## src/hw/rtl/gmi_pkg.sv

```systemverilog
// Shared types, constants and codes for the genetic map interpolator.
`default_nettype none

package gmi_pkg;

    localparam int MAP_DEPTH = 4096;
    localparam int ADDR_W    = $clog2(MAP_DEPTH);
    localparam int CNT_W     = $clog2(MAP_DEPTH + 1);

    localparam int FUNC_W  = 2;
    localparam int POS_W   = 31;
    localparam int GEN_W   = 32;
    localparam int ST_W    = 3;
    localparam int ENTRY_W = POS_W + GEN_W;

    // Interpolation arithmetic: magnitudes of the genetic step, the query offset and the
    // segment width, the full product, and the final signed sum.
    localparam int DG_W    = GEN_W;
    localparam int DX_W    = POS_W;
    localparam int DP_W    = POS_W;
    localparam int PROD_W  = DG_W + DX_W;
    localparam int SUM_W   = PROD_W + 2;
    localparam int DIV_CNT_W = $clog2(PROD_W);

    localparam logic [DIV_CNT_W-1:0] DIV_LAST = DIV_CNT_W'(PROD_W - 1);
    localparam logic [CNT_W-1:0]     CNT_ONE  = CNT_W'(1);
    localparam logic [CNT_W-1:0]     CNT_TWO  = CNT_W'(2);
    localparam logic [CNT_W-1:0]     CNT_FULL = CNT_W'(MAP_DEPTH);

    localparam logic signed [GEN_W-1:0] REJECT_LIMIT = GEN_W'(-32768);
    localparam logic signed [GEN_W-1:0] GEN_MAX      = {1'b0, {(GEN_W-1){1'b1}}};
    localparam logic signed [GEN_W-1:0] GEN_MIN      = {1'b1, {(GEN_W-1){1'b0}}};

    typedef enum logic [FUNC_W-1:0] {
        FUNC_LOAD  = 2'd0,
        FUNC_QUERY = 2'd1,
        FUNC_CLEAR = 2'd2,
        FUNC_NONE  = 2'd3
    } t_func;

    typedef enum logic [ST_W-1:0] {
        ST_INTERP   = 3'd0,
        ST_BEFORE   = 3'd1,
        ST_PAST     = 3'd2,
        ST_STORED   = 3'd3,
        ST_SKIPPED  = 3'd4,
        ST_REJECTED = 3'd5,
        ST_FULL     = 3'd6,
        ST_FEW      = 3'd7
    } t_status;

    typedef enum logic [2:0] {
        S_IDLE,
        S_DISPATCH,
        S_SCAN,
        S_MUL,
        S_DIV,
        S_ADD,
        S_FINISH
    } t_state;

    typedef enum logic [3:0] {
        OP_NONE,
        OP_CAPTURE,
        OP_EXEC,
        OP_FIRST,
        OP_SHIFT,
        OP_BEFORE,
        OP_SEG,
        OP_PAST,
        OP_G0,
        OP_MUL,
        OP_DIV,
        OP_ADD,
        OP_FINISH
    } t_dp_op;

    typedef struct packed {
        t_dp_op              op;
        logic                rd_en;
        logic [ADDR_W-1:0]   rd_addr;
    } t_dp_cmd;

    typedef struct packed {
        logic                is_query;
        logic                few;
        logic                x_le_pa;
        logic                x_le_pb;
        logic                dp_zero;
        logic                out_free;
        logic [CNT_W-1:0]    cnt;
    } t_dp_stat;

endpackage

`default_nettype wire

```

## src/hw/rtl/gmi_ctrl.sv

```systemverilog
// Control state machine: sequences dispatch, table scan, multiply, divide and result beat.
`default_nettype none

module gmi_ctrl (
    input  wire logic              i_clk,
    input  wire logic              i_rst_n,
    input  wire logic              i_in_valid,
    output logic                   o_in_ready,
    input  wire gmi_pkg::t_dp_stat i_stat,
    output gmi_pkg::t_dp_cmd       o_cmd
);

    gmi_pkg::t_state                   r_state;
    gmi_pkg::t_state                   n_state;
    logic [gmi_pkg::CNT_W-1:0]         r_addr;
    logic [gmi_pkg::DIV_CNT_W-1:0]     r_step;
    gmi_pkg::t_dp_op                   w_scan_op;
    logic                              w_k0;
    logic                              w_k1;
    logic                              w_klast;

    // The entry arriving from the table during the scan is entry r_addr - 1.
    always_comb begin
        w_k0    = (r_addr == gmi_pkg::CNT_ONE);
        w_k1    = (r_addr == gmi_pkg::CNT_TWO);
        w_klast = (r_addr == i_stat.cnt);
        if (w_k0) begin
            w_scan_op = gmi_pkg::OP_FIRST;
        end else if (i_stat.x_le_pa) begin
            w_scan_op = w_k1 ? gmi_pkg::OP_BEFORE : gmi_pkg::OP_G0;
        end else if (i_stat.x_le_pb) begin
            w_scan_op = gmi_pkg::OP_SEG;
        end else if (w_klast) begin
            w_scan_op = gmi_pkg::OP_PAST;
        end else begin
            w_scan_op = gmi_pkg::OP_SHIFT;
        end
    end

    always_comb begin
        n_state = r_state;
        case (r_state)
            gmi_pkg::S_IDLE: begin
                if (i_in_valid) begin
                    n_state = gmi_pkg::S_DISPATCH;
                end
            end
            gmi_pkg::S_DISPATCH: begin
                if (i_stat.is_query && !i_stat.few) begin
                    n_state = gmi_pkg::S_SCAN;
                end else begin
                    n_state = gmi_pkg::S_FINISH;
                end
            end
            gmi_pkg::S_SCAN: begin
                case (w_scan_op)
                    gmi_pkg::OP_FIRST, gmi_pkg::OP_SHIFT: n_state = gmi_pkg::S_SCAN;
                    gmi_pkg::OP_G0:                       n_state = gmi_pkg::S_FINISH;
                    default:                              n_state = gmi_pkg::S_MUL;
                endcase
            end
            gmi_pkg::S_MUL: begin
                n_state = i_stat.dp_zero ? gmi_pkg::S_ADD : gmi_pkg::S_DIV;
            end
            gmi_pkg::S_DIV: begin
                if (r_step == gmi_pkg::DIV_LAST) begin
                    n_state = gmi_pkg::S_ADD;
                end
            end
            gmi_pkg::S_ADD: begin
                n_state = gmi_pkg::S_FINISH;
            end
            gmi_pkg::S_FINISH: begin
                if (i_stat.out_free) begin
                    n_state = gmi_pkg::S_IDLE;
                end
            end
            default: begin
                n_state = gmi_pkg::S_IDLE;
            end
        endcase
    end

    always_comb begin
        o_in_ready    = 1'b0;
        o_cmd.op      = gmi_pkg::OP_NONE;
        o_cmd.rd_en   = 1'b0;
        o_cmd.rd_addr = r_addr[gmi_pkg::ADDR_W-1:0];
        case (r_state)
            gmi_pkg::S_IDLE: begin
                o_in_ready = 1'b1;
                if (i_in_valid) begin
                    o_cmd.op = gmi_pkg::OP_CAPTURE;
                end
            end
            gmi_pkg::S_DISPATCH: begin
                if (i_stat.is_query && !i_stat.few) begin
                    o_cmd.rd_en = 1'b1;
                end else begin
                    o_cmd.op = gmi_pkg::OP_EXEC;
                end
            end
            gmi_pkg::S_SCAN: begin
                o_cmd.rd_en = 1'b1;
                o_cmd.op    = w_scan_op;
            end
            gmi_pkg::S_MUL: begin
                o_cmd.op = gmi_pkg::OP_MUL;
            end
            gmi_pkg::S_DIV: begin
                o_cmd.op = gmi_pkg::OP_DIV;
            end
            gmi_pkg::S_ADD: begin
                o_cmd.op = gmi_pkg::OP_ADD;
            end
            gmi_pkg::S_FINISH: begin
                if (i_stat.out_free) begin
                    o_cmd.op = gmi_pkg::OP_FINISH;
                end
            end
            default: begin
                o_cmd.op = gmi_pkg::OP_NONE;
            end
        endcase
    end

    always_ff @(posedge i_clk) begin
        if (!i_rst_n) begin
            r_state <= gmi_pkg::S_IDLE;
            r_addr  <= '0;
            r_step  <= '0;
        end else begin
            r_state <= n_state;
            if (r_state == gmi_pkg::S_IDLE) begin
                r_addr <= '0;
            end else if (o_cmd.rd_en) begin
                r_addr <= r_addr + gmi_pkg::CNT_ONE;
            end
            if (r_state == gmi_pkg::S_MUL) begin
                r_step <= '0;
            end else if (r_state == gmi_pkg::S_DIV) begin
                r_step <= r_step + gmi_pkg::DIV_CNT_W'(1);
            end
        end
    end

endmodule

`default_nettype wire

```

## config.mk

```make
export PLATFORM = sky130hd
export DESIGN_NAME = gmi_ctrl
export DESIGN_NICKNAME = d
export VERILOG_FILES = /design/src/hw/rtl/gmi_pkg.sv /design/src/hw/rtl/gmi_ctrl.sv
export SDC_FILE = /design/constraint.sdc
export NUM_CORES = 1
export LEC_CHECK = 0
export BUFFER_PORTS_ARGS = -buffer_cell sky130_fd_sc_hd__buf_2
export CAP_MARGIN = 25
export CORE_MARGIN = 3
export CORE_UTILIZATION = 45
export CTS_CLUSTER_SIZE = 28
export DETAILED_ROUTE_END_ITERATION = 10
export MAX_ROUTING_LAYER = met4
export PLACE_DENSITY_LB_ADDON = 0.1
export REMOVE_ABC_BUFFERS = 1
export SYNTH_ARGS = -nofsm -noshare
export SYNTH_HDL_FRONTEND = slang
export SYNTH_SLANG_ARGS = --single-unit
```

## constraint.sdc

```tcl
create_clock -name i_clk -period 3.3 [get_ports i_clk]
set_input_delay 0.66 -clock i_clk [delete_from_list [all_inputs] [get_ports i_clk]]
set_output_delay 0.66 -clock i_clk [all_outputs]
set_load 0.02 [all_outputs]
```

==> results of run 1 <==
[final timing paths]
| path | cells after the start | startpoint | endpoint |
|---|---|---|---|
| hold reg to reg | 2 | r_step[5] | r_step[5] |
| hold / removal | 2 | r_step[5] | r_step[5] |
| setup reg to reg | 4 | r_state[1] | r_addr[5] |
| setup / recovery | 7 | r_addr[1] | o_cmd[13] |
[placed cells by master, fill, tap and decap left out, types with 2 or more instances in the layout]
| cell | instances |
|---|---|
| nand4_1 | 11 |
| ha_1 | 5 |
| xnor2_1 | 18 |
| clkbuf_4 | 3 |
| nand2b_1 | 3 |
| nand2_1 | 12 |
| a211oi_1 | 3 |
| xor2_1 | 10 |
| dfxtp_1 | 22 |
| nand3_1 | 5 |
| nor4_1 | 3 |
| inv_1 | 11 |
| buf_2 | 39 |
| or3_1 | 3 |
| nor2b_1 | 2 |
| nor2_1 | 26 |
| and3_1 | 2 |
| o21ai_0 | 5 |
| and2_1 | 2 |
| nor3_1 | 4 |
| a21oi_1 | 12 |
[layout make-up]
type / instances / area share [%]
Clock buffer: 3 / 1.33
Clock inverter: 1 / 1.77
Inverter: 11 / 2.44
Multi-Input combinational cell: 140 / 53.7
Sequential cell: 22 / 26.0
Tap cell: 44 / 3.25
Timing Repair Buffer: 39 / 11.5
[cells by family after synthesis]
kind of cell               Yosys count  share of synthesized area, %
AOI/OAI and AO/OA                   30                          12.8
xor gates and xnor gates            28                          15.8
adders and majority gates            5                          4.04
buffers and inverters               34                          12.8
DFF                                 22                          28.4
and+or+nand+nor                     77                          26.1
[cells in the mapped netlist (all sizes together), types with 2 or more instances]
master / count / share of area (%)
or3: 3 / 1.2
inv: 11 / 2.7
dfxtp: 22 / 28
and2: 2 / 0.81
nor3: 5 / 1.9
nand2: 12 / 2.9
nor2: 26 / 6.3
nor2b: 2 / 0.81
buf: 19 / 9.2
nor4: 3 / 1.2
ha: 5 / 4.0
xor2: 10 / 5.6
xnor2: 18 / 10
a211oi: 3 / 1.5
a21oi: 13 / 4.4
o21ai: 6 / 1.9
nand3: 5 / 1.6
and3: 2 / 0.81
nand2b: 3 / 1.2
nand4: 11 / 4.4
clkbuf: 4 / 0.97
[per-layer routing]
metal / up-vias / track usage [%] / wire [um]
li1: 696 / - / -
met1: 640 / 24.0 / 1620
met2: 42 / 29.3 / 1630
met3: 4 / 4.51 / 226
met4: 0 / 3.43 / 24
met5: - / - / 0
[worst max-delay path, stage by stage (launching register included)]
cell and delay [ns]:
dfxtp_1 0.52, inv_1 0.08, ha_1 0.17, and4_1 0.18
nor3_1 0.27, inv_1 0.07, o311a_1 0.32, buf_2 0.16
[power groups by stage]
stage,clock (mW),sequential [mW],combinational [mW]
floorplan,0,0.365,0.319
global placement,0,0.373,0.439
detailed placement,0,0.377,0.446
CTS,0.218,0.371,0.450
global route,0.227,0.382,0.497
finish,0.212,0.372,0.448
[flip-flops by register name (all words and copies together) (netlist names)]
name     cells
r_state      3
r_step       6
r_addr      13
[through the flow]
step | hold WS (ns) | cells
after floorplan | 0.459 | 173
after global placement | 0.471 | 256
after detailed placement | 0.481 | 256
after CTS | 0.502 | 260
after global routing | 0.567 | 260
final | 0.505 | 260
==> results.cfg, run 1 <==
[critical_path]
arrival_ns = 2.09
setup.worst_path.start_class = flop
worstPathMaxFanout = 8
cp.required_ns = 2.64
worstSetupEndpointType = primary output
crit_type = reg2out
r2r_setup_slack_ns = 1.42

[synthesis]
synth_area_per_cell_um2 = 7.91
ys_types = 38
synth-async-reset-ratio_pct = 0
ys_ff_latch = 22
synthCells = 196
syn-cell-area_um2 = 1550
synth_edf_count = 0
synthFlopType = dfxtp_1
synth_warnings = 0
seq_area_frac_synth_pct = 28.4

[clock_tree]
cts_root_buffer = clkbuf_4
cts_buffer_depth = 2
clock-sinks = 22
cts_resized = 0
htreeDepth = 1
cts_setup_buffers = 0
cts_tree = built
holdBufCountCts = 0
cts.clk_slew.worst_paths_ns = 0.14
clk_latency_ns = 0.32
cts_buffers = 3

[finish]
areaGrowthSynthToFinish_pct = 9.36
fill_cells = 326
antenna_cells = 0
ff_latch_area_um2 = 440
drive_above_1_share_pct = 21.8
final_area_um2 = 1700
multi_input_area_um2 = 911
nets = 244
post-route-util_pct = 53.3

[route]
drtIter0Drc = 78
routed_wl_um = 3500
drc_errors = 0
vias_per_cell = 5.32
avgRoutedWirePerCell_um = 13.5
firstDrtPassIters = 4
vias = 1382
ant_nets = 0

[global_route]
grt_pass1_vias = 1316
grt_max_degree = 20
globalRouteOverflowTotal = 0
grt_pass1_wl_um = 6060
grtUsageTotal_pct = 18.4
antenna_found_initial = 0

[place]
io_buffers = 39
placed_area_um2 = 1640
hpwl_um = 2690
place_congestion = 0.845
dp_slack_ns = 0.699

[status]
status = completed

[floorplan]
num_rows = 20
ios = 40
die_h_um = 64.7
die_x_um = 64.7
die_area_um2 = 4190
core_um2 = 3180
initial_utilization_pct = 48.8

[sta]
period_needed_ns = 2.75
finalSetupViolCount = 0
fin_setup_tns_ns = 0
slew_headroom_pct = 59.1
timing.fmax_mhz = 363
clock-skew-final_ns = 0.0113
fin_crit_sh_pct = 83.4
finalMaxSlewViolations = 0
layout_setup_ws_ns = 0.549
worst_pin_slew_ns = 0.613
rsz0062_at_grt = no
finalHoldViolCount = 0

[power]
power.leakage_nw = 0.647
p_comb_share_pct = 43.4
power.density_nw_per_um2 = 609
peakVddDrop_uv = 328
power.total_mw = 1.03
p_seq_share_pct = 36.1
clkPwrFrac_pct = 20.5
power.internal_mw = 0.588
swShare_pct = 43.1
p_switching_mw = 0.444

[flow_run]
drv_cap = 0

[worst_hold_path]
hold_class = reg2reg
Note: power is estimated with default switching activity, not from simulation.
==> inputs of run 2 (changes only) <==
==> constraint.sdc (replaced) <==
create_clock -name i_clk -period 2.6 [get_ports i_clk]
set_input_delay 0.52 -clock i_clk [delete_from_list [all_inputs] [get_ports i_clk]]
set_output_delay 0.52 -clock i_clk [all_outputs]
set_load 0.02 [all_outputs]
==> run 2 against run 1 <==
Net effect:
- clock power is 24% lower
- register-to-register slack worse by 0.66 ns
- final cell count is 1.5% higher
- total power is 18% higher
- hold slack worse by 0.026 ns
- utilization is 0.91 points higher
- count of clock-buffer cells in the layout stayed put
- critical path depth is 1 lower
- critical endpoint unchanged
- largest power group unchanged
==> results.cfg, run 2 (same netlist as run 1, synthesis figures left out) <==
[status]
status = completed

[clock_tree]
cts_root_buffer = clkbuf_4
cts_tree = built
clk_latency_ns = 0.31
clock-sinks = 22
cts_buffers = 3
htreeDepth = 1
cts_buffer_depth = 2
cts.clk_slew.worst_paths_ns = 0.13

[critical_path]
cp.required_ns = 2.08
arrival_ns = 1.95
setup.worst_path.start_class = flop
worstSetupEndpointType = primary output
slowest_stage = dfxtp_1
crit_type = reg2out
cp_cell_sequence = nor4_2, and4_1, nor3_1, inv_1, o311a_1, buf_2
worstPathMaxFanout = 5
slowest_delay_ns = 0.47

[sta]
rsz0062_at_grt = no
period_needed_ns = 2.47
fin_crit_sh_pct = 94.8
finalMaxSlewViolations = 0
clock-skew-final_ns = 0.00585
timing.fmax_mhz = 406
slew_headroom_pct = 58.7
worst_pin_slew_ns = 0.619
fin_setup_tns_ns = 0
finalSetupViolCount = 0
layout_setup_ws_ns = 0.134
finalHoldViolCount = 0

[route]
drtIter0Drc = 96
ant_nets = 0
vias = 1394
firstDrtPassIters = 4
drc_errors = 0
vias_per_cell = 5.28
avgRoutedWirePerCell_um = 13.5
routed_wl_um = 3560

[floorplan]
ios = 40
num_rows = 20
core_um2 = 3180
die_x_um = 64.7
die_h_um = 64.7
initial_utilization_pct = 48.8
die_area_um2 = 4190

[power]
peakVddDrop_uv = 298
power.leakage_nw = 0.665
power.density_nw_per_um2 = 709

[finish]
stdcell_count = 264
largest-register = r_addr
largest_reg_flops = 13
drive_above_1_share_pct = 27.3
antenna_cells = 0
final_common_cell = buf_2
top_regs = r_addr (13), r_step (6), r_state (3)
post-route-util_pct = 54.3
final_cell_mix = 39 x buf_2, 26 x nor2_1, 18 x xnor2_1
areaGrowthSynthToFinish_pct = 11.2
nets = 249

[place]
place_congestion = 0.847
hpwl_um = 2770
dp_slack_ns = 0.304
placedCellCount = 261
io_buffers = 39

[global_route]
antenna_found_initial = 0
globalRouteOverflowTotal = 0
grt_pass1_wl_um = 5880
grt_pass1_vias = 1318
grt_max_degree = 20
grtUsageTotal_pct = 18.2

[flow_run]
drv_cap = 0

[worst_hold_path]
hold_class = in2reg
[run 2: changes by cell type in the layout (fill, tap and decap cells not counted), sizes merged]
cell    previous run  this run
buf               39        44
bufinv             1         0
[run 2: where the power goes]
part           internal, mW  leakage, nW  switching, mW
Sequential            0.376        0.181         0.0926
Combinational         0.234        0.470          0.358
Clock                0.0542       0.0138          0.107
Total                 0.664        0.665          0.557
[run 2: path summary, 6_finish.rpt]
check / from / end / slack [ns] / cells after the start
worst min register to register: r_step[5] / r_step[5] / 0.51 / 2
worst max register to register: r_state[2] / r_step[5] / 0.76 / 4
worst max-delay path: r_addr[11] / o_cmd[13] / 0.13 / 6
worst min-delay path: i_rst_n / r_state[1] / 0.48 / 2
[run 2: what timing repair did]
action | CTS | global route
setup buffers | 0 | 0
hold endpoints to repair | 0 | 0
hold buffers | 0 | 0
resized for setup | 0 | 9
setup endpoints to repair | 0 | 4
[run 2: routing by layer]
layer / vias to the layer above / track usage [%] / share of wire (%)
met1: 637 / 24.8 / 48
met4: 0 / 6.07 / 1.2
met2: 47 / 27.4 / 46
met3: 6 / 2.95 / 5.3
li1: 704 / - / -
met5: - / - / 0
[run 2: area by class of cell]
class / instances / area [um^2]
Tap cell: 44 / 55.1
Fill cell: 310 / 1450
Multi-Input combinational cell: 140 / 923
Clock buffer: 3 / 22.5
Sequential cell: 22 / 449
Timing Repair Buffer: 44 / 233
Inverter: 11 / 41.3
[run 2: critical path: cells and delay by family (launching register included)]
kind                   cells  cell delay [ns]
AO/OA/AOI/OAI              1             0.32
buffers and inverters      2             0.24
AND/OR/NAND/NOR            3             0.62
flip-flops                 1             0.47
[run 2: metrics by stage]
step                total power [mW]  hold WS [ns]  instance area [um^2]
floorplan                      0.868         0.459                  1390
global placement                1.06         0.468                  1680
detailed placement              1.06         0.486                  1680
CTS                             1.23         0.465                  1700
global route                    1.32         0.461                  1720
finish                          1.22         0.478                  1720
==> inputs of run 3 (changes only) <==
--- a/config.mk
+++ b/config.mk
@@ -6,13 +6,13 @@
 export NUM_CORES = 1
 export LEC_CHECK = 0
 export BUFFER_PORTS_ARGS = -buffer_cell sky130_fd_sc_hd__buf_2
-export CAP_MARGIN = 25
+export CAP_MARGIN = 20
 export CORE_MARGIN = 3
 export CORE_UTILIZATION = 45
 export CTS_CLUSTER_SIZE = 28
 export DETAILED_ROUTE_END_ITERATION = 10
 export MAX_ROUTING_LAYER = met4
-export PLACE_DENSITY_LB_ADDON = 0.1
+export PLACE_DENSITY = 0.71
 export REMOVE_ABC_BUFFERS = 1
 export SYNTH_ARGS = -nofsm -noshare
 export SYNTH_HDL_FRONTEND = slang
==> run 3 against run 2 <==
Net effect:
- sequential cell count stayed put
- register-to-register slack hardly changed
- sequential share of layout area is 0.30 points lower
- total power is 2.6% higher
- clock skew hardly changed
- worst setup slack better by 0.032 ns
- via count is 2.1% lower
- wire length is 8.5% lower
- critical endpoint unchanged
==> results.cfg, run 3 (same netlist as run 1, synthesis figures left out) <==
[status]
status = completed

[finish]
drive_above_1_share_pct = 27.7
stdcell_count = 264
post-route-util_pct = 54.9
largest-register = r_addr
antenna_cells = 0
nets = 248
final_common_cell = buf_2
top_regs = r_addr (13), r_step (6), r_state (3)
areaGrowthSynthToFinish_pct = 12.5
final_cell_mix = 39 x buf_2, 26 x nor2_1, 18 x xnor2_1
final_area_um2 = 1740
largest_reg_flops = 13

[critical_path]
startpoint = r_addr[2]
worstPathMaxFanout = 7
cp_cell_sequence = nor4_1, and4_1, nor3_2, nand2_1, o311a_1, buf_2
cp.required_ns = 2.08
r2r_end = r_step[5]
worstSetupEndpointType = primary output
setup.worst_path.start_class = flop
r2r_setup_slack_ns = 0.76
rr_startpoint = r_state[2]
endpoint = o_cmd[13]
crit_type = reg2out
slowest_delay_ns = 0.38
arrival_ns = 1.91
slowest_stage = dfxtp_2
r2r.worst_path.cells = 4

[clock_tree]
cts_root_buffer = clkbuf_4
cts.clk_slew.worst_paths_ns = 0.12
clk_latency_ns = 0.31
htreeDepth = 1
cts_buffers = 3
cts_buffer_depth = 2
clock-sinks = 22
cts_tree = built

[place]
io_buffers = 39
hpwl_um = 2490
dp_slack_ns = 0.196
placed_area_um2 = 1670
placedCellCount = 260
place_congestion = 0.832

[global_route]
antenna_found_initial = 0
grt_pass1_vias = 1232
grt_max_degree = 20
grt_pass1_wl_um = 5510
globalRouteOverflowTotal = 0
grtUsageTotal_pct = 16.8

[route]
routed_wl_um = 3260
firstDrtPassIters = 4
vias_per_cell = 5.17
ant_nets = 0
vias = 1365
drc_errors = 0
avgRoutedWirePerCell_um = 12.3
drtIter0Drc = 100

[sta]
worst_pin_slew_ns = 0.607
finalHoldViolCount = 0
slew_headroom_pct = 59.4
period_needed_ns = 2.43
fin_setup_tns_ns = 0
layout_setup_ws_ns = 0.166
finalMaxSlewViolations = 0
timing.fmax_mhz = 411
rsz0062_at_grt = no
finalSetupViolCount = 0
fin_crit_sh_pct = 93.6
fin_hold_ws_ns = 0.474
clock-skew-final_ns = 0.00596

[power]
clkPwrFrac_pct = 15.4
p_seq_share_pct = 37.7
p_switching_mw = 0.558
power.total_mw = 1.25
swShare_pct = 44.6
power.density_nw_per_um2 = 719
power.internal_mw = 0.695
peakVddDrop_uv = 241
p_comb_share_pct = 47.0
power.leakage_nw = 0.676

[floorplan]
die_x_um = 64.7
die_h_um = 64.7
initial_utilization_pct = 48.8
num_rows = 20
ios = 40
core_um2 = 3180
die_area_um2 = 4190

[worst_hold_path]
min-delay-start = i_rst_n
hold_class = in2reg

[flow_run]
drv_cap = 0
## run 3: changes by cell type in the layout (fill, tap and decap cells not counted)
cell,delta
clkbuf_8,+1
buf_4,-1
nor4_4,+1
nor4_2,-1
nor3_2,+1
nor3_1,-1
## run 3: worst max-delay path, delay by kind of cell, from the launching register on
kind	cells	cell delay, ns
AND/OR/NAND/NOR	4	0.90
flip-flops	1	0.38
AO/OA/AOI/OAI	1	0.17
buffers and inverters	1	0.16
## run 3: how the worst min path moves through the flow
| stage | end | slack, ns | depth (start not counted) |
|---|---|---|---|
| 5_1_grt | r_state[1] | 0.46 | 2 |
| 6_report | r_state[1] | 0.47 | 2 |
| 3_5_place_dp | r_step[5] | 0.49 | 2 |
| 2_1_floorplan | r_step[5] | 0.46 | 2 |
| 3_3_place_gp | r_step[5] | 0.47 | 2 |
| 4_1_cts | r_state[1] | 0.47 | 2 |
## run 3: cell type report
| type | instances | area [um^2] |
|---|---|---|
| fillers | 306 | 1430 |
| multi-input cells | 140 | 937 |
| flip-flops and latches | 22 | 449 |
| repair buffers | 43 | 225 |
| well taps | 44 | 55.1 |
| inverters | 11 | 41.3 |
| clock buffers | 4 | 36.3 |
## run 3: routing by layer
metal | vias to the layer above | global-route usage [%] | routed length (um)
met5 | - | - | 0
met4 | 0 | 7.92 | 70
met3 | 8 | 3.99 | 267
met2 | 54 | 22.8 | 1300
met1 | 595 | 23.3 | 1630
li1 | 708 | - | -
## run 3: timing repair
item / in CTS / in global routing
hold buffers: 0 / 0
setup endpoints to repair: 2 / 4
hold endpoints to repair: 0 / 0
setup buffers: 0 / 0
resized for setup: 2 / 9
pin swaps: 0 / 0
## run 3: power groups by stage
stage / clock (mW) / combinational [mW] / sequential [mW]
CTS: 0.197 / 0.586 / 0.469
global route: 0.211 / 0.661 / 0.486
finish: 0.193 / 0.589 / 0.472
global placement: 0 / 0.581 / 0.478
floorplan: 0 / 0.405 / 0.463
detailed placement: 0 / 0.582 / 0.477
